`src/sv/lru_page_replacement_unit_defines.svh`:
```
// Assertion macros for the LRU page replacement unit.
// No dependencies; included by the top level, which provides clk and arst_n.
`ifndef LRU_PAGE_REPLACEMENT_UNIT_DEFINES_SVH
`define LRU_PAGE_REPLACEMENT_UNIT_DEFINES_SVH

// Consequent must hold in the same cycle as the antecedent.
`define LPR_ASSERT_NOW(lbl, ante, cons) \
	lbl: assert property (@(posedge clk) disable iff (!arst_n) (ante) |-> (cons)) \
		else $error("lru page replacement: same-cycle check failed");

// Consequent must hold in the cycle after the antecedent.
`define LPR_ASSERT_NEXT(lbl, ante, cons) \
	lbl: assert property (@(posedge clk) disable iff (!arst_n) (ante) |=> (cons)) \
		else $error("lru page replacement: next-cycle check failed");

`endif

```
`src/sv/lrupr_pkg.sv`:
```
// Shared constants and control structs for the LRU page replacement unit.
// No dependencies; imported by lrupr_cell and lru_page_replacement_unit.
package lrupr_pkg;

	localparam int unsigned CFG_W   = 5;   // frames_in_use register width
	localparam int unsigned FRAME_W = 4;   // frame index field on the result
	localparam int unsigned COUNT_W = 32;  // fault counter width

	localparam logic [CFG_W-1:0]   FIU_RESET = 5'd16;
	localparam logic [COUNT_W-1:0] COUNT_MAX = '1;

	// Running lookup summary handed from cell to cell.
	typedef struct packed {
		logic found;    // a matching resident page was seen
		logic empty;    // an empty active frame was seen
		logic lru_any;  // lru candidate holds an active frame
	} lru_flags_t;

	// Update broadcast to every cell at the end of a lookup.
	typedef struct packed {
		logic en;         // apply the update this cycle
		logic write;      // miss: victim frame takes the new page
		logic was_valid;  // victim frame held a page before
	} upd_ctl_t;

endpackage

```
`src/sv/lru_page_replacement_unit.sv`:
```
// Top level of the fully associative LRU page replacement unit.
// Depends on lrupr_pkg, lrupr_cell and lru_page_replacement_unit_defines.svh.
//
// Usage:
//  - Reference channel: drive page and raise start. The transaction is taken at
//    a rising edge with start high and busy low. busy then stays high until the
//    lookup and update are finished.
//  - Result channel: done is high for exactly one cycle, with hit, frame,
//    evicted_valid, evicted_page and fault_count valid in that cycle. The
//    receiver cannot stall; it must take the result in that cycle.
//  - Config channel: cfg_valid/cfg_ready write frames_in_use (cfg_ready is
//    always high). Write only while the unit is idle. 0 acts as 1, values above
//    FRAMES act as FRAMES.
//  - Flow: a reference is taken only once the last one has finished. The lookup
//    token walks the row of FRAMES cells, one cell per cycle, then the recency
//    update is applied, then done rises. A new start is taken in the same cycle
//    that done is shown.
//  - Reset: all frames empty, ranks zero, fault count zero, frames_in_use 16.
//    No clearing pass is needed; frame pages are only read once valid.
`include "lru_page_replacement_unit_defines.svh"

module lru_page_replacement_unit #(
	parameter int unsigned FRAMES    = 16,
	parameter int unsigned PAGE_BITS = 16
) (
	input  logic                             clk,
	input  logic                             arst_n,
	// reference channel
	input  logic                             start,
	output logic                             busy,
	input  logic [PAGE_BITS-1:0]             page,
	// result channel
	output logic                             done,
	output logic                             hit,
	output logic [lrupr_pkg::FRAME_W-1:0]    frame,
	output logic                             evicted_valid,
	output logic [PAGE_BITS-1:0]             evicted_page,
	output logic [lrupr_pkg::COUNT_W-1:0]    fault_count,
	// config channel
	input  logic                             cfg_valid,
	output logic                             cfg_ready,
	input  logic [lrupr_pkg::CFG_W-1:0]      cfg_data
);
	import lrupr_pkg::*;

	localparam int unsigned IDX_W = (FRAMES > 1) ? $clog2(FRAMES) : 1;
	localparam int unsigned CNT_W = $clog2(FRAMES + 1);
	localparam int unsigned CW    = (CNT_W > CFG_W) ? CNT_W : CFG_W;

	// control and config registers
	logic                 busy_q, go_q, done_q;
	logic [CFG_W-1:0]     fiu_q;
	logic [COUNT_W-1:0]   faults_q;
	logic [PAGE_BITS-1:0] page_q;

	// result registers
	logic                 hit_q, ev_valid_q;
	logic [FRAME_W-1:0]   frame_q;
	logic [PAGE_BITS-1:0] ev_page_q;

	logic                 accept;
	logic [CW-1:0]        fiu_x, fiu_n;
	logic [FRAMES-1:0]    active;

	// lookup chain, link 0 is fed from here, link FRAMES is the final summary
	logic                 tok_c      [FRAMES+1];
	lru_flags_t           flags_c    [FRAMES+1];
	logic [IDX_W-1:0]     hit_idx_c  [FRAMES+1];
	logic [IDX_W-1:0]     hit_rank_c [FRAMES+1];
	logic [IDX_W-1:0]     empty_idx_c[FRAMES+1];
	logic [IDX_W-1:0]     lru_idx_c  [FRAMES+1];
	logic [IDX_W-1:0]     lru_rank_c [FRAMES+1];
	logic [PAGE_BITS-1:0] lru_page_c [FRAMES+1];

	// update broadcast
	upd_ctl_t             upd;
	logic [IDX_W-1:0]     victim, old_rank;
	logic                 fin, fin_hit, fin_evict;

	assign accept    = start && !busy_q;
	assign busy      = busy_q;
	assign cfg_ready = 1'b1;

	always_ff @(posedge clk or negedge arst_n) begin
		if (!arst_n) begin
			fiu_q <= FIU_RESET;
		end else if (cfg_valid && cfg_ready) begin
			fiu_q <= cfg_data;
		end
	end

	// clamp frames_in_use into 1..FRAMES, then mark active cells
	always_comb begin
		fiu_x = CW'(fiu_q);
		fiu_n = fiu_x;
		if (fiu_x == '0) begin
			fiu_n = CW'(1);
		end else if (fiu_x > CW'(FRAMES)) begin
			fiu_n = CW'(FRAMES);
		end
	end

	for (genvar i = 0; i < FRAMES; i++) begin : g_act
		assign active[i] = (fiu_n > CW'(i));
	end

	always_ff @(posedge clk or negedge arst_n) begin
		if (!arst_n) begin
			busy_q <= 1'b0;
			go_q   <= 1'b0;
		end else begin
			go_q <= accept;
			if (accept) begin
				busy_q <= 1'b1;
			end else if (fin) begin
				busy_q <= 1'b0;
			end
		end
	end

	always_ff @(posedge clk) begin
		if (accept) begin
			page_q <= page;
		end
	end

	// head of the chain: empty summary
	assign tok_c[0]       = go_q;
	assign flags_c[0]     = '0;
	assign hit_idx_c[0]   = '0;
	assign hit_rank_c[0]  = '0;
	assign empty_idx_c[0] = '0;
	assign lru_idx_c[0]   = '0;
	assign lru_rank_c[0]  = '0;
	assign lru_page_c[0]  = '0;

	for (genvar i = 0; i < FRAMES; i++) begin : g_cell
		lrupr_cell #(
			.PAGE_BITS (PAGE_BITS),
			.IDX_W     (IDX_W),
			.IDX       (i)
		) u_cell (
			.clk         (clk),
			.arst_n      (arst_n),
			.active      (active[i]),
			.query       (page_q),
			.tok_i       (tok_c[i]),
			.flags_i     (flags_c[i]),
			.hit_idx_i   (hit_idx_c[i]),
			.hit_rank_i  (hit_rank_c[i]),
			.empty_idx_i (empty_idx_c[i]),
			.lru_idx_i   (lru_idx_c[i]),
			.lru_rank_i  (lru_rank_c[i]),
			.lru_page_i  (lru_page_c[i]),
			.tok_o       (tok_c[i+1]),
			.flags_o     (flags_c[i+1]),
			.hit_idx_o   (hit_idx_c[i+1]),
			.hit_rank_o  (hit_rank_c[i+1]),
			.empty_idx_o (empty_idx_c[i+1]),
			.lru_idx_o   (lru_idx_c[i+1]),
			.lru_rank_o  (lru_rank_c[i+1]),
			.lru_page_o  (lru_page_c[i+1]),
			.upd         (upd),
			.upd_idx     (victim),
			.upd_rank    (old_rank)
		);
	end

	// pick the frame: hit first, then lowest empty frame, then the oldest
	assign fin       = tok_c[FRAMES];
	assign fin_hit   = flags_c[FRAMES].found;
	assign fin_evict = !fin_hit && !flags_c[FRAMES].empty;

	always_comb begin
		if (fin_hit) begin
			victim   = hit_idx_c[FRAMES];
			old_rank = hit_rank_c[FRAMES];
		end else if (flags_c[FRAMES].empty) begin
			victim   = empty_idx_c[FRAMES];
			old_rank = lru_rank_c[FRAMES];
		end else begin
			victim   = lru_idx_c[FRAMES];
			old_rank = lru_rank_c[FRAMES];
		end
	end

	assign upd.en        = fin;
	assign upd.write     = !fin_hit;
	assign upd.was_valid = fin_hit || fin_evict;

	always_ff @(posedge clk or negedge arst_n) begin
		if (!arst_n) begin
			done_q   <= 1'b0;
			faults_q <= '0;
		end else begin
			done_q <= fin;
			if (fin && !fin_hit && (faults_q != COUNT_MAX)) begin
				faults_q <= faults_q + 1'b1;
			end
		end
	end

	always_ff @(posedge clk) begin
		if (fin) begin
			hit_q      <= fin_hit;
			frame_q    <= FRAME_W'(victim);
			ev_valid_q <= fin_evict;
			ev_page_q  <= fin_evict ? lru_page_c[FRAMES] : '0;
		end
	end

	assign done          = done_q;
	assign hit           = hit_q;
	assign frame         = frame_q;
	assign evicted_valid = ev_valid_q;
	assign evicted_page  = ev_page_q;
	assign fault_count   = faults_q;

	// checks
	`LPR_ASSERT_NOW(a_done_idle, done, !busy_q)
	`LPR_ASSERT_NEXT(a_accept_busy, accept, busy_q && tok_c[0])
	`LPR_ASSERT_NOW(a_evict_miss, done && evicted_valid, !hit)
	`LPR_ASSERT_NOW(a_miss_counted, done && !hit, fault_count != '0)
	`LPR_ASSERT_NOW(a_one_token, busy_q, $onehot0({done_q, go_q, fin}))

endmodule

```
`src/sv/lrupr_cell.sv`:
```
// One frame cell: page, valid and recency rank, plus one link of the lookup chain.
// Depends on lrupr_pkg.
module lrupr_cell #(
	parameter int unsigned PAGE_BITS = 16,
	parameter int unsigned IDX_W     = 4,
	parameter int unsigned IDX       = 0
) (
	input  logic                  clk,
	input  logic                  arst_n,
	input  logic                  active,
	input  logic [PAGE_BITS-1:0]  query,
	input  logic                  tok_i,
	input  lrupr_pkg::lru_flags_t flags_i,
	input  logic [IDX_W-1:0]      hit_idx_i,
	input  logic [IDX_W-1:0]      hit_rank_i,
	input  logic [IDX_W-1:0]      empty_idx_i,
	input  logic [IDX_W-1:0]      lru_idx_i,
	input  logic [IDX_W-1:0]      lru_rank_i,
	input  logic [PAGE_BITS-1:0]  lru_page_i,
	output logic                  tok_o,
	output lrupr_pkg::lru_flags_t flags_o,
	output logic [IDX_W-1:0]      hit_idx_o,
	output logic [IDX_W-1:0]      hit_rank_o,
	output logic [IDX_W-1:0]      empty_idx_o,
	output logic [IDX_W-1:0]      lru_idx_o,
	output logic [IDX_W-1:0]      lru_rank_o,
	output logic [PAGE_BITS-1:0]  lru_page_o,
	input  lrupr_pkg::upd_ctl_t   upd,
	input  logic [IDX_W-1:0]      upd_idx,
	input  logic [IDX_W-1:0]      upd_rank
);
	import lrupr_pkg::*;

	localparam logic [IDX_W-1:0] ME = IDX_W'(IDX);

	logic [PAGE_BITS-1:0] page_q;
	logic                 valid_q;
	logic [IDX_W-1:0]     rank_q;

	lru_flags_t           flags_n;
	logic [IDX_W-1:0]     hit_idx_n, hit_rank_n, empty_idx_n, lru_idx_n, lru_rank_n;
	logic [PAGE_BITS-1:0] lru_page_n;
	logic                 is_me;

	// fold this frame into the running summary
	always_comb begin
		flags_n     = flags_i;
		hit_idx_n   = hit_idx_i;
		hit_rank_n  = hit_rank_i;
		empty_idx_n = empty_idx_i;
		lru_idx_n   = lru_idx_i;
		lru_rank_n  = lru_rank_i;
		lru_page_n  = lru_page_i;
		if (active && valid_q && (page_q == query) && !flags_i.found) begin
			flags_n.found = 1'b1;
			hit_idx_n     = ME;
			hit_rank_n    = rank_q;
		end
		if (active && !valid_q && !flags_i.empty) begin
			flags_n.empty = 1'b1;
			empty_idx_n   = ME;
		end
		// strict compare: lower index wins a tie
		if (active && (!flags_i.lru_any || (rank_q > lru_rank_i))) begin
			flags_n.lru_any = 1'b1;
			lru_idx_n       = ME;
			lru_rank_n      = rank_q;
			lru_page_n      = page_q;
		end
	end

	always_ff @(posedge clk or negedge arst_n) begin
		if (!arst_n) begin
			tok_o <= 1'b0;
		end else begin
			tok_o <= tok_i;
		end
	end

	always_ff @(posedge clk) begin
		if (tok_i) begin
			flags_o     <= flags_n;
			hit_idx_o   <= hit_idx_n;
			hit_rank_o  <= hit_rank_n;
			empty_idx_o <= empty_idx_n;
			lru_idx_o   <= lru_idx_n;
			lru_rank_o  <= lru_rank_n;
			lru_page_o  <= lru_page_n;
		end
	end

	assign is_me = (upd_idx == ME);

	// recency update: victim goes to rank 0, younger valid frames age by one (all valid frames if the victim was empty)
	always_ff @(posedge clk or negedge arst_n) begin
		if (!arst_n) begin
			valid_q <= 1'b0;
			rank_q  <= '0;
		end else if (upd.en) begin
			if (is_me) begin
				rank_q <= '0;
				if (upd.write) begin
					valid_q <= 1'b1;
				end
			end else if (valid_q && (!upd.was_valid || (rank_q < upd_rank))) begin
				rank_q <= rank_q + 1'b1;
			end
		end
	end

	always_ff @(posedge clk) begin
		if (upd.en && upd.write && is_me) begin
			page_q <= query;
		end
	end

endmodule
```
`config.mk`:
```
export PLATFORM = sky130hd
export DESIGN_NAME = lru_page_replacement_unit
export DESIGN_NICKNAME = d
export VERILOG_FILES = /design/src/sv/lrupr_pkg.sv /design/src/sv/lru_page_replacement_unit.sv /design/src/sv/lrupr_cell.sv
export VERILOG_INCLUDE_DIRS = /design/src /design/src/sv
export SDC_FILE = /design/constraint.sdc
export NUM_CORES = 1
export LEC_CHECK = 0
export ABC_AREA = 1
export BUFFER_PORTS_ARGS = -buffer_cell sky130_fd_sc_hd__buf_2
export CORE_ASPECT_RATIO = 0.9
export CORE_MARGIN = 8
export CORE_UTILIZATION = 60
export DETAILED_ROUTE_END_ITERATION = 16
export HOLD_SLACK_MARGIN = 0.03
export MAX_ROUTING_LAYER = met4
export PLACE_DENSITY = 0.77
export SLEW_MARGIN = 0
export SYNTH_ARGS = -nofsm -noshare
export SYNTH_HDL_FRONTEND = slang
export SYNTH_SLANG_ARGS = --single-unit
```
`constraint.sdc`:
```
create_clock -name clk -period 3.7 [get_ports clk]
set_input_delay 0.74 -clock clk [delete_from_list [all_inputs] [get_ports clk]]
set_output_delay 0.74 -clock clk [all_outputs]
set_load 0.005 [all_outputs]
```
======== Word level (Yosys, flattened, before mapping) ========
Cells that the tools add are included.
storage, ports and cells
  input port bits ......................... 25
  bits in registers ....................... 1008
  word-level logic and storage cells ...... 676
operators by class
  $lt $le $gt $ge ......................... 48
  multiplexer cells ....................... 87
  bitwise operators ....................... 1
  add/sub/neg operators ................... 17
  equality and inequality tests ........... 32
  reduce and logical (&&, ||, !) cells .... 277
operators by type and width
  kind                                                                             number
  4-bit 2-to-1 mux                                                                 65
  16-bit equality test                                                             16
  16-bit 2-to-1 mux                                                                15
  1-bit logical AND                                                                129
  1-bit zero test                                                                  65
  4-bit by 1-bit adder with 4-bit output, second input constant                    16
  4-bit < comparator                                                               16
  4-bit greater-than comparator                                                    15
  3-bit AND reduction                                                              16
  5-bit by 4-bit greater-than comparator with 1-bit output, second input constant  8
  2-bit nonzero test                                                               17
  32-bit by 1-bit adder with 32-bit output, second input constant                  1
  4-bit equality test, second input constant                                       8
  1-bit logical OR                                                                 32
  32-bit inequality test, second input constant                                    1
  2-bit AND reduction                                                              16
  5-bit by 3-bit greater-than comparator with 1-bit output, second input constant  4
  4-bit by 3-bit equality test with 1-bit output, second input constant            4
  5-bit by 1-bit greater-than comparator with 1-bit output, second input constant  2
  5-bit by 2-bit greater-than comparator with 1-bit output, second input constant  2
  5-bit 2-to-1 mux                                                                 2
  4-bit by 2-bit equality test with 1-bit output, second input constant            2
  5-bit greater-than comparator, second input constant                             1
  5-bit zero test                                                                  1
  other kinds (4)                                                                  8

======== Depth between registers and ports, before layout ========
Gate-level depths: netlist of the first run.
  word-level depth ........................ 8
  gate-level depth with buffers ........... 15

======== By module ========
Synthesis of the first run repeated with hierarchy kept, for this count alone.
second synthesis, totals
  cell total of the unflattened synthesis .. 5207
  area, all modules ....................... 51036.4 um^2
by module, submodules not included
  module                               area an instance (um^2)  times used  cells each
  lrupr_cell at g_cell[10].u_cell ...  2961.6                   6           293
  lrupr_cell at g_cell[1].u_cell ...   2934.1                   4           295
  lrupr_cell at g_cell[11].u_cell ...  2911.5                   4           293
  lru_page_replacement_unit            4015.1                   1           510
  lrupr_cell at g_cell[0].u_cell       2947.8                   1           293
  lrupr_cell at g_cell[15].u_cell      2921.6                   1           294

======== Least setup slack after synthesis of the first run ========
Ideal clock, no wire load.
  path type ............................... flip-flop to flip-flop
  from .................................... register g_cell[15].u_cell.tok_o
  to ...................................... register g_cell[11].u_cell.page_q[0], enable pin
  cell stages (with the launch flop) ...... 7
  buffers on the path ..................... 2
  data required time ...................... 3312 ps
  arrival time ............................ 2452 ps
  slack ................................... 859 ps
  path through ............................ dfrtp_1 buf_2 inv_1 nor2_1 inv_1 clkbuf_1 nor2_1
on the way
  longest elaborated chain between the ends .. 2
ends and longest elaborated chain
  what                             RTL line           text
  start: declaration               lrupr_cell.sv:20   output logic tok_o,
  start signal: assignment         lrupr_cell.sv:76   tok_o <= tok_i;
  1-bit logical AND (2 in series)  lrupr_cell.sv:112  if (upd.en && upd.write && is_me) begin
  end signal: assignment           lrupr_cell.sv:113  page_q <= query;
  end: declaration                 lrupr_cell.sv:36   logic [PAGE_BITS-1:0] page_q;
Every way passes these cells.
A chain may end at the register's enable or synchronous reset.

======== Final worst setup path of the first run ========
  from .................................... register g_cell[7].u_cell.rank_q[2]
  to ...................................... register g_cell[7].u_cell.lru_rank_o[3], data pin
on the way
  longest elaborated chain between the ends .. 4
ends and longest elaborated chain
  what                                RTL line           text
  start: declaration                  lrupr_cell.sv:38   logic [IDX_W-1:0] rank_q;
  start signal: assignment            lrupr_cell.sv:106  rank_q <= rank_q + 1'b1;
  4-bit greater-than comparator       lrupr_cell.sv:64   if (active && (!flags_i.lru_any || (rank_q > lru_rank_i))) begin
  1-bit logical OR                    lrupr_cell.sv:64
  1-bit logical AND                   lrupr_cell.sv:64
  4-bit 2-to-1 mux                    lrupr_cell.sv:64
  via g_cell[7].u_cell.lru_rank_n[3]  lrupr_cell.sv:41   logic [IDX_W-1:0] hit_idx_n, hit_rank_n, empty_idx_n, lru_idx_n, lru_rank_n;
  end signal: assignment              lrupr_cell.sv:87   lru_rank_o <= lru_rank_n;
  end: declaration                    lrupr_cell.sv:26   output logic [IDX_W-1:0] lru_rank_o,
The timed path passes the listed nets, and every way through them passes these cells.

==> results of run 1 <==
## state kept, by name (all words and copies together) (netlist names), 49 cells and up
register	flops
g_cell.u_cell.empty_idx_o	49
g_cell.u_cell.hit_idx_o	49
g_cell.u_cell.hit_rank_o	64
g_cell.u_cell.lru_idx_o	49
g_cell.u_cell.lru_page_o	256
g_cell.u_cell.lru_rank_o	64
g_cell.u_cell.page_q	256
g_cell.u_cell.rank_q	64
## layout make-up
cell class	instances	area (sq um)
flip-flops and latches	1008	29600
fillers	5609	25200
multi-input cells	2698	13600
clock buffers	137	2790
inverters	600	2250
well taps	1029	1290
repair buffers	161	1040
clock inverters	49	518
diodes	1	2.50
## worst paths after layout
check | start | endpoint
max | g_cell[7].u_cell.rank_q[2] | g_cell[7].u_cell.lru_rank_o[3]
min | arst_n | g_cell[15].u_cell.rank_q[3]
max reg2reg | g_cell[7].u_cell.rank_q[2] | g_cell[7].u_cell.lru_rank_o[3]
min reg2reg | g_cell[0].u_cell.page_q[11] | g_cell[0].u_cell.lru_page_o[11]
max in group asynchronous | arst_n | g_cell[7].u_cell.valid_q
min in group clk | page[2] | page_q[2]
## power groups by stage
stage	registers, W	clock network, W	logic [W]
floorplan	0.0125	0	0.000332
global placement	0.0125	0	0.000506
detailed placement	0.0125	0	0.000520
CTS	0.0123	0.0103	0.000523
global route	0.0123	0.0107	0.000582
finish	0.0123	0.0102	0.000530
## per-stage QoR
stage	total power [W]	hold WS, ns	area (sq um)	utilization, %	setup WS [ns]
final	0.0230	0.156	51100	67.0	0.777
after global routing	0.0236	0.191	51100	67.0	0.515
after CTS	0.0231	0.150	51100	67.0	0.818
after detailed placement	0.0130	0.458	47800	62.7	0.851
after global placement	0.0130	0.452	47800	62.7	0.860
after floorplan	0.0128	0.444	46200	-	0.859
## worst reg2reg max path, cell delays in order (launching register included)
cell	delay (ns)
dfrtp_1	0.49
ha_1	0.33
nand2_1	0.05
o21ai_0	0.14
o21ai_0	0.12
nand2_1	0.23
nand2_1	0.71
o21ai_0	0.60
## layout by cell type, fill, tap and decap left out, types with 79 or more instances in the layout
cell type     n
buf_4        79
dfrtp_1     133
nand2_1    1314
clkbuf_16   102
buf_2        79
inv_1       572
o21ai_0     273
nor2_1      250
ha_1        125
edfxtp_1    872
nand4_1     103
nand3_1     154
## per-layer routing
metal  vias up  GRT usage, %  wire length [microns]
met2      1853          43.9                  55900
met3       325          5.13                  12900
li1      15036             -                      -
met4         0          11.6                   5430
met5         -             -                      0
met1     15573          38.3                  47200
## cells by family after synthesis
family	share of synthesized area, %
compound gates	5.28
fa+ha+maj	3.39
simple gates	18.4
mux	0.0894
flops	64.1
xor+xnor	2.28
other cells	0.00812
buf+inv	6.51
==> metrics.yaml, run 1 <==
outcome:
  status: "completed"
sta:
  hold_violations: 0
  relSlewSlack_pct: 18.8
  drv_slew: 0
  fin_crit_sh_pct: 79.0
  skew_ns: 0.0263
  max_freq_mhz: 342
  fin_setup_tns_ns: 0
  fin_crit_ns: 2.92
  worstMarginPinSlew_ns: 1.22
  rsz0062_at_grt: "false"
  finalSetupViolCount: 0
synth:
  synth_edf_count: 872
  synth_most_common_cell: "nand2_1"
  synthArstFlopShare_pct: 13.5
  yosys_warnings: 0
  synth_top_area_share_pct: 56.7
  ys_ff_latch: 1008
  synth_area_leader_cell: "edfxtp_1"
  seq_area_frac_synth_pct: 64.1
  synthCells: 4446
  synth_ff_type: "edfxtp_1"
  ys_top_cells_by_area: "edfxtp_1 57%, nand2_1 11%, dfrtp_1 7.3%"
  syn_area_per_cell_sq_um: 10.4
  synth.distinct_cells: 54
  syn_area_sq_um: 46200
  synth_common_cells: "1314 x nand2_1, 872 x edfxtp_1, 572 x inv_1"
worst_setup_path:
  path_buf_inv: 0
  cp_max_fo: 37
  rr_worst_depth: 7
  worstSetupEndpointType: "register"
  critical_path.cell_chain: "ha_1 > nand2_1 > o21ai_0 > o21ai_0 > nand2_1 > nand2_1 > o21ai_0"
  critical_path_required_ns: 4.12
  cp.arrival_ns: 3.34
  crit_family: "simple AND/OR/NAND/NOR gates"
  max_stage_delay_ns: 0.71
  critPathLaunchType: "register"
  crit_cells: 7
  critPathSlowestCell: "nand2_1"
  worstSetupPathType: "register to register"
  ff2ff_setup_slack_ns: 0.78
route:
  vias: 32787
  antenna_left: 0
  wl_microns: 121000
  route.detailed.drc: 0
  first_pass_iters: 6
  drt-wirelength-per-cell_microns: 21.4
  via_per_inst: 5.77
  drt-initial-drc-count: 4328
placement:
  port_buffers: 80
  place_inst: 5496
  hpwlAfterDp_microns: 83300
  routabilityCongestion: 0.923
power_and_ir_drop:
  p_int_w: 0.0183
  pwr-share-seq_pct: 53.3
  p_switching_w: 0.00473
  p_sw_share_pct: 20.5
  p_comb_share_pct: 2.3
  p_leak_nw: 21.9
  p_per_area_nw_per_um2: 451
  clock_power_share_pct: 44.4
  peakVddDrop_v: 0.000376
grt:
  grt_max_degree: 66
  grt_pass1_vias: 31430
  track_usage_pct: 28.7
  antenna_found_initial: 1
  grt-ovfl-total: 0
  grt_first_pass_wirelength_microns: 184000
clock_network:
  htree_levels: 3
  cts_buffers: 99
  cts_buffer_depth: 3
  post_cts_resized: 0
  clk_latency_ns: 0.67
  cts-root-buf: "clkbuf_16"
  cts_sinks: 1008
  cts_setup_buffers: 0
  ctsHoldBuffers: 0
  cts_tree: "built"
  clk_pin_slew_ns: 0.06
die:
  start_util_pct: 60.5
  die_w_microns: 308
  rows: 96
  io_pins: 82
  die_area_sq_um: 86100
  coreArea_sq_um: 76300
  die_y_microns: 279
cells_and_area:
  final_nets: 4718
  instances_no_fill: 5683
  drive_above_1_share_pct: 9.65
  syn2layout_area_growth_pct: 10.7
run:
  cap_violations: 0
worst_hold_path:
  min_path_type: "input port to async pin"
(Power assumes the default switching activity.)
==> inputs of run 2 (changes only) <==
--- a/config.mk
+++ b/config.mk
@@ -6,7 +6,7 @@
 export SDC_FILE = /design/constraint.sdc
 export NUM_CORES = 1
 export LEC_CHECK = 0
-export ABC_AREA = 1
+export ABC_AREA = 0
 export BUFFER_PORTS_ARGS = -buffer_cell sky130_fd_sc_hd__buf_2
 export CORE_ASPECT_RATIO = 0.9
 export CORE_MARGIN = 8
==> constraint.sdc (replaced) <==
create_clock -name clk -period 2.7 [get_ports clk]
set_input_delay 0.54 -clock clk [delete_from_list [all_inputs] [get_ports clk]]
set_output_delay 0.54 -clock clk [all_outputs]
set_load 0.005 [all_outputs]
==> run 2 against run 1 <==
  * Clock power is 33% higher
  * Sequential power grew 72%
  * Sequential share of layout area decreased by 1.5 points
  * Largest cell class unchanged
==> metrics.yaml, run 2 <==
placement:
  port_buffers: 80  # unchanged
  hpwlAfterDp_microns: 74100  # -11%
  dpl-instance-area_sq_um: 49000  # +2.5%
  place_inst: 4313  # -22%
  routabilityCongestion: 0.951  # +3.1%
grt:
  grt_first_pass_wirelength_microns: 160000  # -13%
  antenna_found_initial: 3  # +2
  grt_max_degree: 71  # +7.6%
  grt-ovfl-total: 0  # unchanged
  track_usage_pct: 24.5  # -4.3 points
  grt_pass1_vias: 28283  # -10%
synth:
  synthCells: 3162  # -29%
  synth_most_common_cell: "edfxtp_1"
  seq_area_frac_synth_pct: 64.7  # +0.60 points
  synth_edf_count: 872  # unchanged
  synth_top_area_share_pct: 57.2  # +0.53 points
  syn_area_sq_um: 45800  # -0.93%
  synth_common_cells: "872 x edfxtp_1, 324 x mux2_2, 173 x xor2_1"
  synth_ff_type: "edfxtp_1"
  syn_area_per_cell_sq_um: 14.5  # +39%
  synth.distinct_cells: 73  # +35%
  ys_top_cells_by_area: "edfxtp_1 57%, mux2_2 8.0%, dfrtp_1 7.4%"
  ys_ff_latch: 1008  # unchanged
  yosys_warnings: 0  # unchanged
  synthArstFlopShare_pct: 13.5  # unchanged
  synth_area_leader_cell: "edfxtp_1"
sta:
  skew_ns: 0.0358  # +0.00951 ns
  drv_slew: 0  # unchanged
  fin_crit_sh_pct: 97.7  # +19 points
  holdWs_ns: 0.0714  # -0.0843 ns
  max_freq_mhz: 379  # +11%
  finalSetupViolCount: 0  # unchanged
  rsz0062_at_grt: "true"
  relSlewSlack_pct: 44.5  # +26 points
  hold_violations: 0  # unchanged
  fin_crit_ns: 2.64  # -0.285 ns
  worstMarginPinSlew_ns: 0.832  # -0.386 ns
power_and_ir_drop:
  p_per_area_nw_per_um2: 821  # +82%
  total_power_w: 0.0430  # +87%
  peakVddDrop_v: 0.000613  # +63%
  p_leak_nw: 19.4  # -12%
die:
  coreArea_sq_um: 75900  # -0.47%
  io_pins: 82  # unchanged
  die_w_microns: 307  # -0.44%
  start_util_pct: 60.3  # -0.28 points
  rows: 96  # unchanged
  die_y_microns: 278  # -0.44%
  die_area_sq_um: 85400  # -0.88%
cells_and_area:
  drive_above_1_share_pct: 25.5  # +16 points
  num-fill-cells: 4944  # -12%
  syn2layout_area_growth_pct: 14.6
  reg.largest.list: "g_cell.u_cell.lru_page_o: 256 flops, g_cell.u_cell.page_q: 256 flops"
  seqCellArea_sq_um: 29600  # about the same
  mostFrequentLayoutCells: "872 x edfxtp_1, 324 x mux2_2, 173 x xor2_1, 153 x buf_4, 134 x dfrtp_1"
  final_nets: 3548  # -25%
  multi_input_area_sq_um: 15400  # +13%
  diodes: 0  # -1
  instances_no_fill: 4512  # -21%
  final_common_cell: "edfxtp_1"
  fin_area_sq_um: 52400  # +2.6%
route:
  drt-initial-drc-count: 2216  # -49%
  vias: 27104  # -17%
  first_pass_iters: 9  # +3
  route.detailed.drc: 0  # unchanged
  antenna_left: 0  # unchanged
  wl_microns: 103000  # -15%
  drt-wirelength-per-cell_microns: 22.8  # +6.5%
  via_per_inst: 6.01  # +4.1%
worst_hold_path:
  min_path_type: "input port to register"
run:
  cap_violations: 0  # unchanged
worst_setup_path:
  critPathLaunchType: "register"
  critical_path_required_ns: 3.22  # -0.90 ns
  cp.arrival_ns: 3.16  # -0.18 ns
  ff2ff_setup_slack_ns: 0.06  # -0.72 ns
  worstSetupPathType: "register to register"
  worstSetupEndpointType: "register"
  cp_max_fo: 17  # -54%
clock_network:
  clk_pin_slew_ns: 0.06  # about the same
  cts_sinks: 1008  # unchanged
  cts-root-buf: "clkbuf_16"
  htree_levels: 3  # unchanged
  clk_latency_ns: 0.67  # about the same
  cts_buffers: 98  # -1.0%
  cts_tree: "built"
  cts_buffer_depth: 3  # unchanged
outcome:
  status: "completed"
[run 2: cell count changes in the layout (fill, tap and decap cells not counted), moves of 63 or more]
cell	before	now
buf_4	79	153
inv_1	572	85
mux2_2	1	324
nand2_1	1314	120
nand2b_1	0	67
nand3_1	154	78
nor2_1	250	82
o21ai_0	273	44
o22ai_1	74	11
xnor2_1	46	128
xor2_1	74	173
[run 2: logic make-up (layout without fill, tap and decap cells)]
kind of cell	Yosys count	in the layout	synth area share [%]
AOI/OAI and AO/OA	292	292	4.57
DFF	1008	1008	64.7
buffers and inverters	245	565	2.21
muxes	356	356	8.72
xor gates and xnor gates	301	301	5.76
other	1	2	0.00820
adders and majority gates	125	125	3.42
and+or+nand+nor	834	834	10.6
[run 2: area by class of cell]
type | count | area share, %
Tap cell | 1029 | 2.46
Sequential cell | 1008 | 56.4
Timing Repair Buffer | 292 | 5.07
Inverter | 88 | 0.630
Clock inverter | 68 | 1.25
Multi-Input combinational cell | 1910 | 29.3
Clock buffer | 117 | 4.85
[run 2: worst max-delay path, cell delays in order (launching register included)]
cell	delay (ns)
edfxtp_1	0.52
buf_4	0.20
buf_4	0.20
nand2_1	0.08
o21a_1	0.30
clkinv_1	0.28
nand2_1	0.22
buf_4	0.19
nor3_2	0.07
buf_12	0.16
or2_2	0.28
[run 2: stage by stage]
step	setup slack [ns]	TNS [ns]	utilization, %
5_1_grt	-0.0355	-0.0480	69.1
3_3_place_gp	-0.0125	-0.0481	64.6
4_1_cts	0.00663	0	68.9
3_5_place_dp	-0.233	-0.892	64.6
2_1_floorplan	0.000366	0	-
6_report	0.0621	0	69.1
[run 2: worst paths after layout]
kind	from	depth (start not counted)	endpoint
hold reg to reg	g_cell[0].u_cell.page_q[12]	0	g_cell[0].u_cell.lru_page_o[12]
max in group asynchronous	arst_n	3	fault_count[3]
setup / recovery	g_cell[15].u_cell.flags_o[2]	10	g_cell[3].u_cell.valid_q
hold / removal	page[14]	1	page_q[14]
setup reg to reg	g_cell[15].u_cell.flags_o[2]	10	g_cell[3].u_cell.valid_q
min in group asynchronous	arst_n	2	g_cell[14].u_cell.tok_o
[run 2: per-layer routing]
metal | global-route usage, % | part of all wire [%] | wire [microns] | vias to the layer above
li1 | - | - | - | 12374
met1 | 27.7 | 37 | 38300 | 13494
met2 | 43.8 | 53 | 54500 | 967
met3 | 3.84 | 5.9 | 6070 | 269
met4 | 8.82 | 3.7 | 3820 | 0
met5 | - | 0 | 0 | -
[run 2: timing repair]
item | 4_1_cts | 5_1_grt
gates cloned | 0 | 0
hold endpoints to repair | 29 | 0
pin swaps | 1 | 3
setup buffers | 2 | 4
resized for setup | 2 | 17
hold buffers | 8 | 0
setup endpoints to repair | 25 | 75
[run 2: where the power goes]
group / leakage [nW] / switching [W] / internal [W]
Sequential: 9.85 / 0.00112 / 0.0201
Combinational: 7.98 / 0.00472 / 0.00353
Clock: 1.57 / 0.00590 / 0.00765
